`src/sv/jti_pkg.sv`:
```
// ----------------------------------------------------------------------------
// jti_pkg
// Character codes, widths and sequencer states of the JSON text indenter
// ----------------------------------------------------------------------------
package jti_pkg;

  localparam int unsigned ByteW  = 8;
  localparam int unsigned DepthW = 4;

  localparam logic [ByteW-1:0] ChLBrace = 8'h7B;
  localparam logic [ByteW-1:0] ChRBrace = 8'h7D;
  localparam logic [ByteW-1:0] ChLBrack = 8'h5B;
  localparam logic [ByteW-1:0] ChRBrack = 8'h5D;
  localparam logic [ByteW-1:0] ChComma  = 8'h2C;
  localparam logic [ByteW-1:0] ChColon  = 8'h3A;
  localparam logic [ByteW-1:0] ChSpace  = 8'h20;
  localparam logic [ByteW-1:0] ChNl     = 8'h0A;

  // register index of the configuration port
  localparam int unsigned RegFormatEnable = 0;

  typedef enum logic [3:0] {
    ST_IDLE,
    ST_START,
    ST_CLASS,
    ST_PRE_NL,
    ST_PRE_SP,
    ST_CHAR,
    ST_POST_NL,
    ST_POST_SP,
    ST_FINISH
  } state_e;

endpackage

```
`src/sv/json_text_indenter.sv`:
```
// Path: an accepted byte is captured, loaded as a job in ST_START, classified in ST_CLASS and
//   sent on through the output register; the input is ready again only in ST_IDLE, which the
//   sequencer reaches via ST_FINISH after the last output byte of a step is registered.
// Throughput: one output byte per cycle from a single output register unless stalled; a request
//   waits for the last step to end; an indented byte costs up to 2 + INDENT_WIDTH*depth bytes.
// Reset (rst_ni low, asynchronous): formatting on, nothing held, depths zero, output empty.
// ----------------------------------------------------------------------------
// json_text_indenter
// Re-emits compact JSON text as is or, when formatting is on, with newlines and brace-depth indentation
// ----------------------------------------------------------------------------
module json_text_indenter #(
  parameter int unsigned MAX_DEPTH    = 15,
  parameter int unsigned INDENT_WIDTH = 2
) (
  input  logic       clk_i,
  input  logic       rst_ni,
  // input stream
  input  logic       s_axis_tvalid_i,
  output logic       s_axis_tready_o,
  input  logic [7:0] s_axis_tdata_i,   // [7:0] text_byte
  input  logic       s_axis_tlast_i,   // end_of_text
  // output stream
  output logic       m_axis_tvalid_o,
  input  logic       m_axis_tready_i,
  output logic [7:0] m_axis_tdata_o,   // [7:0] out_byte
  output logic       m_axis_tlast_o,   // run_last
  // configuration port
  input  logic        psel_i,
  input  logic        penable_i,
  input  logic        pwrite_i,
  input  logic [2:0]  paddr_i,
  input  logic [31:0] pwdata_i,
  output logic [31:0] prdata_o,
  output logic        pready_o
);

  localparam int unsigned ByteW  = jti_pkg::ByteW;
  localparam int unsigned DepthW = jti_pkg::DepthW;
  localparam int unsigned SpcW   = DepthW + $clog2(INDENT_WIDTH + 1);

  // configuration and stream state
  logic              fmt_en_q;
  logic [ByteW-1:0]  held_byte_q;
  logic              held_valid_q;
  logic [ByteW-1:0]  before_q;
  logic [DepthW-1:0] brace_q, brace_d;
  logic [DepthW-1:0] bracket_q, bracket_d;

  // captured request
  logic [ByteW-1:0]  in_byte_q;
  logic              in_last_q;
  logic              mode_q;

  // current job: one text byte with its neighbors
  logic [ByteW-1:0]  job_c_q, job_prev_q, job_next_q;
  logic              job_new_q;
  logic              post_q, post_d;
  logic [SpcW-1:0]   cnt_q, cnt_d;

  jti_pkg::state_e   state_q, state_d, job_end_st;

  // output register
  logic              out_valid_q;
  logic [ByteW-1:0]  out_byte_q;
  logic              out_last_q;

  logic              in_acc, cfg_wr, slot_free, second_needed, final_job;
  logic              emit, emit_last, is_rbrace;
  logic [ByteW-1:0]  emit_byte;

  assign in_acc        = s_axis_tvalid_i && s_axis_tready_o;
  assign slot_free     = !out_valid_q || m_axis_tready_i;
  assign second_needed = !mode_q || in_last_q;
  assign final_job     = job_new_q || !second_needed;
  assign job_end_st    = (!job_new_q && second_needed) ? jti_pkg::ST_CLASS
                                                       : jti_pkg::ST_FINISH;
  assign is_rbrace     = (job_c_q == jti_pkg::ChRBrace);

  assign s_axis_tready_o = (state_q == jti_pkg::ST_IDLE);
  assign m_axis_tvalid_o = out_valid_q;
  assign m_axis_tdata_o  = out_byte_q;
  assign m_axis_tlast_o  = out_last_q;

  // configuration port
  assign pready_o = 1'b1;
  assign cfg_wr   = psel_i && penable_i && pwrite_i &&
                    (paddr_i == 3'(4 * jti_pkg::RegFormatEnable));
  assign prdata_o = (paddr_i == 3'(4 * jti_pkg::RegFormatEnable)) ?
                    {31'b0, fmt_en_q} : 32'b0;

  always_ff @(posedge clk_i or negedge rst_ni) begin
    if (!rst_ni) begin
      fmt_en_q <= 1'b1;
    end else if (cfg_wr) begin
      fmt_en_q <= pwdata_i[0];
    end
  end

  // classifier: depth update and indent decision for the current job
  always_comb begin
    logic comma_ind, lbrack_ind;
    brace_d   = brace_q;
    bracket_d = bracket_q;
    if (job_c_q == jti_pkg::ChLBrace && brace_q < DepthW'(MAX_DEPTH)) begin
      brace_d = brace_q + 1'b1;
    end
    if (job_c_q == jti_pkg::ChRBrace && brace_q != '0) begin
      brace_d = brace_q - 1'b1;
    end
    if (job_c_q == jti_pkg::ChLBrack && bracket_q < DepthW'(MAX_DEPTH)) begin
      bracket_d = bracket_q + 1'b1;
    end
    if (job_c_q == jti_pkg::ChRBrack && bracket_q != '0) begin
      bracket_d = bracket_q - 1'b1;
    end
    comma_ind  = (job_c_q == jti_pkg::ChComma) &&
                 ((bracket_d == '0) ||
                  (bracket_d == DepthW'(1) && job_prev_q == jti_pkg::ChRBrack));
    lbrack_ind = (job_c_q == jti_pkg::ChLBrack) &&
                 (job_prev_q == jti_pkg::ChColon) &&
                 (job_next_q == jti_pkg::ChLBrack);
    post_d = mode_q && (comma_ind || lbrack_ind || job_c_q == jti_pkg::ChLBrace);
    cnt_d  = SpcW'(brace_d) * SpcW'(INDENT_WIDTH);
  end

  // sequencer next state
  always_comb begin
    state_d = state_q;
    unique case (state_q)
      jti_pkg::ST_IDLE: begin
        if (in_acc) state_d = jti_pkg::ST_START;
      end
      jti_pkg::ST_START: begin
        state_d = (held_valid_q || second_needed) ? jti_pkg::ST_CLASS
                                                  : jti_pkg::ST_FINISH;
      end
      jti_pkg::ST_CLASS: begin
        state_d = (mode_q && is_rbrace) ? jti_pkg::ST_PRE_NL : jti_pkg::ST_CHAR;
      end
      jti_pkg::ST_PRE_NL: begin
        if (slot_free) begin
          state_d = (cnt_q != '0) ? jti_pkg::ST_PRE_SP : jti_pkg::ST_CHAR;
        end
      end
      jti_pkg::ST_PRE_SP: begin
        if (slot_free && cnt_q == SpcW'(1)) state_d = jti_pkg::ST_CHAR;
      end
      jti_pkg::ST_CHAR: begin
        if (slot_free) state_d = post_q ? jti_pkg::ST_POST_NL : job_end_st;
      end
      jti_pkg::ST_POST_NL: begin
        if (slot_free) begin
          state_d = (cnt_q != '0) ? jti_pkg::ST_POST_SP : job_end_st;
        end
      end
      jti_pkg::ST_POST_SP: begin
        if (slot_free && cnt_q == SpcW'(1)) state_d = job_end_st;
      end
      jti_pkg::ST_FINISH: begin
        state_d = jti_pkg::ST_IDLE;
      end
      default: begin
        state_d = jti_pkg::ST_IDLE;
      end
    endcase
  end

  // sequencer outputs: byte offered to the output register
  always_comb begin
    emit      = 1'b0;
    emit_byte = jti_pkg::ChSpace;
    emit_last = 1'b0;
    unique case (state_q)
      jti_pkg::ST_PRE_NL: begin
        emit      = slot_free;
        emit_byte = jti_pkg::ChNl;
      end
      jti_pkg::ST_PRE_SP: begin
        emit      = slot_free;
      end
      jti_pkg::ST_CHAR: begin
        emit      = slot_free;
        emit_byte = job_c_q;
        emit_last = final_job && !post_q;
      end
      jti_pkg::ST_POST_NL: begin
        emit      = slot_free;
        emit_byte = jti_pkg::ChNl;
        emit_last = final_job && (cnt_q == '0);
      end
      jti_pkg::ST_POST_SP: begin
        emit      = slot_free;
        emit_last = final_job && (cnt_q == SpcW'(1));
      end
      default: begin
        emit      = 1'b0;
      end
    endcase
  end

  // sequencer state and output register
  always_ff @(posedge clk_i or negedge rst_ni) begin
    if (!rst_ni) begin
      state_q     <= jti_pkg::ST_IDLE;
      out_valid_q <= 1'b0;
    end else begin
      state_q <= state_d;
      if (emit) begin
        out_valid_q <= 1'b1;
      end else if (m_axis_tready_i) begin
        out_valid_q <= 1'b0;
      end
    end
  end

  always_ff @(posedge clk_i) begin
    if (emit) begin
      out_byte_q <= emit_byte;
      out_last_q <= emit_last;
    end
  end

  // request capture and job loading
  always_ff @(posedge clk_i) begin
    if (in_acc) begin
      in_byte_q <= s_axis_tdata_i;
      in_last_q <= s_axis_tlast_i;
      mode_q    <= fmt_en_q;
    end
    if (state_q == jti_pkg::ST_START) begin
      if (held_valid_q) begin
        job_c_q    <= held_byte_q;
        job_next_q <= in_byte_q;
        job_new_q  <= 1'b0;
      end else begin
        job_c_q    <= in_byte_q;
        job_next_q <= jti_pkg::ChSpace;
        job_new_q  <= 1'b1;
      end
      job_prev_q <= before_q;
    end else if (state_q != jti_pkg::ST_CLASS && state_d == jti_pkg::ST_CLASS) begin
      // second job: the new byte follows the held one
      job_c_q    <= in_byte_q;
      job_prev_q <= held_byte_q;
      job_next_q <= jti_pkg::ChSpace;
      job_new_q  <= 1'b1;
    end
    if (state_q == jti_pkg::ST_CLASS) begin
      post_q <= post_d;
      cnt_q  <= cnt_d;
    end else if (emit && (state_q == jti_pkg::ST_PRE_SP ||
                          state_q == jti_pkg::ST_POST_SP)) begin
      cnt_q <= cnt_q - 1'b1;
    end
  end

  // text state: depths, held byte and the byte before it
  always_ff @(posedge clk_i or negedge rst_ni) begin
    if (!rst_ni) begin
      held_byte_q  <= '0;
      held_valid_q <= 1'b0;
      before_q     <= jti_pkg::ChSpace;
      brace_q      <= '0;
      bracket_q    <= '0;
    end else if (state_q == jti_pkg::ST_CLASS && mode_q) begin
      brace_q   <= brace_d;
      bracket_q <= bracket_d;
    end else if (state_q == jti_pkg::ST_FINISH) begin
      if (!mode_q) begin
        held_byte_q  <= '0;
        held_valid_q <= 1'b0;
        before_q     <= in_last_q ? jti_pkg::ChSpace : in_byte_q;
      end else if (in_last_q) begin
        held_byte_q  <= '0;
        held_valid_q <= 1'b0;
        before_q     <= jti_pkg::ChSpace;
        brace_q      <= '0;
        bracket_q    <= '0;
      end else begin
        if (held_valid_q) before_q <= held_byte_q;
        held_byte_q  <= in_byte_q;
        held_valid_q <= 1'b1;
      end
    end
  end

endmodule

```
`config.mk`:
```
export PLATFORM = sky130hd
export DESIGN_NAME = json_text_indenter
export DESIGN_NICKNAME = d
export VERILOG_FILES = /design/src/sv/jti_pkg.sv /design/src/sv/json_text_indenter.sv
export SDC_FILE = /design/constraint.sdc
export NUM_CORES = 1
export LEC_CHECK = 0
export ABC_AREA = 0
export BUFFER_PORTS_ARGS = -buffer_cell sky130_fd_sc_hd__buf_2
export CORE_ASPECT_RATIO = 0.5
export CORE_UTILIZATION = 45
export CTS_BUF_LIST = sky130_fd_sc_hd__clkbuf_4
export CTS_CLUSTER_DIAMETER = 30
export DETAILED_ROUTE_END_ITERATION = 8
export GPL_ROUTABILITY_DRIVEN = 0
export PLACE_DENSITY = 0.68
export SKIP_LAST_GASP = 1
export SLEW_MARGIN = 20
export SYNTH_ARGS = -nofsm -noshare
export SYNTH_HDL_FRONTEND = slang
export SYNTH_SLANG_ARGS = --single-unit
```
`constraint.sdc`:
```
create_clock -name clk_i -period 7.9 [get_ports clk_i]
set_input_delay 0 -clock clk_i [delete_from_list [all_inputs] [get_ports clk_i]]
set_output_delay 0 -clock clk_i [all_outputs]
set_load 0.03 [all_outputs]
```
==> results_dict.tcl <==
set metrics [dict create \
    synthCells 400 \
    intPower_mw 0.950 \
    critPathSlowestCell "nor4bb_1" \
    gr-total-overflow 0 \
    critical-path-max-stage-delay_ns 0.94 \
    power.density_nw_per_um2 328 \
    worst_hold_slack_ns 0.0404 \
    drtIter0Drc 208 \
    dieArea_um2 10300 \
    critical_path_class "reg2reg" \
    dp_cells 546 \
    drive_above_1_share 0.178 \
    ys.flop_type "edfxtp_1" \
    cts_htree_levels 3 \
    final.min_clock_period_ns 3.20 \
    place_ws_ns 4.71 \
    antenna_found_initial 0 \
    final_area_um2 4790 \
    drv_cap 0 \
    postCtsSetupRepairBufs 0 \
    vias 2991 \
    ys_warn_count 0 \
    switchingPower_mw 0.622 \
    placedInstanceArea_um2 4540 \
    synth_edf_count 49 \
    hold_buffers 12 \
    insertedDiodeCount 0 \
    clkLatencyLatePin_ns 0.45 \
    grt_usage 0.182 \
    slew_headroom 0.267 \
    row_count 25 \
    die_y_um 72.1 \
    drtPass1Iterations 4 \
    cts_resized 0 \
    numCtsBuffers 9 \
    cts-root-buf "clkbuf_4" \
    clockBufferDepth 2 \
    synthArstFlopShare 0.378 \
    drtAntennaViolNets 0 \
    setup_tns_ns 0 \
    fillCellCount 885 \
    p_comb_frac 0.336 \
    cp-end-kind "flop" \
    fin_nets 492 \
    crit_chain "nor4bb_1, o211ai_1, and3_1, o32ai_4" \
    setup_ws_ns 4.70 \
    pwr-share-clk 0.158 \
    setup_violations 0 \
    synthDistinctLibCells 63 \
    final_core_util 0.504 \
    multi_input_area_um2 1880 \
    die_w_um 142 \
    ys_seq_area_frac 0.518 \
    power_leakage_nw 1.89 \
    finalPower_mw 1.57 \
    register_area_um2 2290 \
    grt_max_degree 32 \
    hold_class "in2reg" \
    switching_share 0.396 \
    final_hold_viol_count 0 \
    via_per_inst 5.21 \
    grt_pass1_wl_um 14000 \
    slew_viol_final 0 \
    clock.fmax_mhz 312 \
    cts.sinks 82 \
    grt_pass1_vias 2705 \
    start_util 0.465 \
    io_pins 95 \
    synth_area_um2 4420 \
    clkTransAtPathRegs_ns 0.13 \
    cp.required_ns 7.98 \
    rsz0062_at_grt "false" \
    stdcell_count 574 \
    drt_wl_total_um 8480 \
    worstSetupStartpointType "flop" \
    avgSynthCellArea_um2 11.1 \
    area_delta_synth_final_pct 8.29 \
    portBuffers 31 \
    period_share 0.405 \
    cp.arrival_ns 3.28 \
    status "finished, final reports clean" \
    tritoncts "yes" \
    synth_seq_cells 82 \
    wire_per_inst_um 14.8 \
    post-route-drc-count 0 \
    worst_pin_slew_ns 1.10 \
    core_area_um2 9510 \
    dpl.hpwl_um 5940 \
    clock_skew_ns 0.00812 \
    critPathMaxFanout 25 \
    ir_worst_vdd_v 0.000136 \
    seqPwrFrac 0.506 \
]
==> final cells by class <==
cell class / instances / share of cell area
Clock buffer: 9 / 0.0141
Clock inverter: 7 / 0.0141
Inverter: 11 / 0.00966
Multi-Input combinational cell: 287 / 0.391
Sequential cell: 82 / 0.478
Tap cell: 135 / 0.0353
Timing Repair Buffer: 43 / 0.0575
==> final timing paths <==
check                           startpoint              end  slack (ns)  depth (start not counted)
setup / recovery                state_q[1]    job_prev_q[7]        4.70                          4
hold / removal             m_axis_tready_i  m_axis_tvalid_o        0.04                          3
setup reg to reg                state_q[1]    job_prev_q[7]        4.70                          4
hold reg to reg                before_q[5]      before_q[5]        0.47                          2
max in group asynchronous           rst_ni   held_byte_q[0]        7.25                          2
min in group asynchronous           rst_ni       brace_q[0]        0.15                          2
==> routing by layer <==
layer / track usage / up-vias / part of all wire
met5: 0 / - / 0
met4: 0.0693 / 0 / 0.015
met3: 0.0436 / 14 / 0.045
met2: 0.277 / 87 / 0.43
met1: 0.255 / 1412 / 0.51
li1: - / 1478 / -
==> critical path, delay by kind of cell (launching register included) <==
family / cells / cell delay [ns]
and+or+nand+nor: 2 / 1.23
AOI/OAI and AO/OA: 2 / 1.05
DFF: 1 / 0.54
==> cells in the mapped netlist (7+ instances only) <==
| cell type | n | area [um^2] |
|---|---|---|
| clkbuf_1 | 8 | 30.0 |
| edfxtp_1 | 49 | 1470 |
| buf_4 | 32 | 240 |
| dfrtp_1 | 29 | 726 |
| mux2i_1 | 9 | 90.1 |
| and2_1 | 8 | 50.1 |
| nor3_1 | 13 | 65.1 |
| inv_1 | 10 | 37.5 |
| o31ai_1 | 9 | 67.6 |
| and3_1 | 11 | 68.8 |
| ha_1 | 7 | 87.6 |
| mux2_2 | 20 | 225 |
| o21ai_0 | 22 | 110 |
| nor2_1 | 12 | 45.0 |
| nand2_1 | 41 | 154 |
| nand3_1 | 9 | 45.0 |
==> logic make-up (layout without fill, tap and decap cells) <==
| kind of cell | after synthesis | in the layout | synth area share |
|---|---|---|---|
| other cells | 2 | 32 | 0.00170 |
| flops | 82 | 82 | 0.518 |
| simple gates | 141 | 141 | 0.182 |
| mux | 29 | 29 | 0.0713 |
| compound gates | 70 | 70 | 0.104 |
| xor+xnor | 8 | 8 | 0.0158 |
| fa+ha+maj | 7 | 7 | 0.0198 |
| buf+inv | 61 | 70 | 0.0882 |
==> power groups by stage <==
stage / registers, mW / clock network, mW / logic (mW)
after floorplan: 0.791 / 0 / 0.407
after detailed placement: 0.804 / 0 / 0.524
final: 0.796 / 0.248 / 0.528
after CTS: 0.795 / 0.256 / 0.530
after global placement: 0.801 / 0 / 0.516
after global routing: 0.822 / 0.268 / 0.583
==> state kept, by name, summed over array words and instances (netlist names) <==
name,flops
held_byte_q,8
bracket_q,4
in_byte_q,8
post_q,1
brace_q,4
state_q,4
m_axis_tlast_o,1
in_last_q,1
job_next_q,8
m_axis_tdata_o,8
m_axis_tvalid_o,1
mode_q,1
cnt_q,6
job_c_q,8
job_prev_q,8
fmt_en_q,1
held_valid_q,1
before_q,8
job_new_q,1
==> cells in the final DEF (no fill, tap or decap), drive strengths merged, types with 7 or more instances in the layout <==
cell type    instances
edfxtp              49
nand2               43
conb                32
buf                 31
dfrtp               29
o21ai               24
mux2                20
nor3                13
nor2                13
dlygate4sd3         12
inv                 12
and3                11
o31ai               10
nand3                9
mux2i                9
clkbuf               9
and2                 8
ha                   7
(Power assumes the default switching activity.)
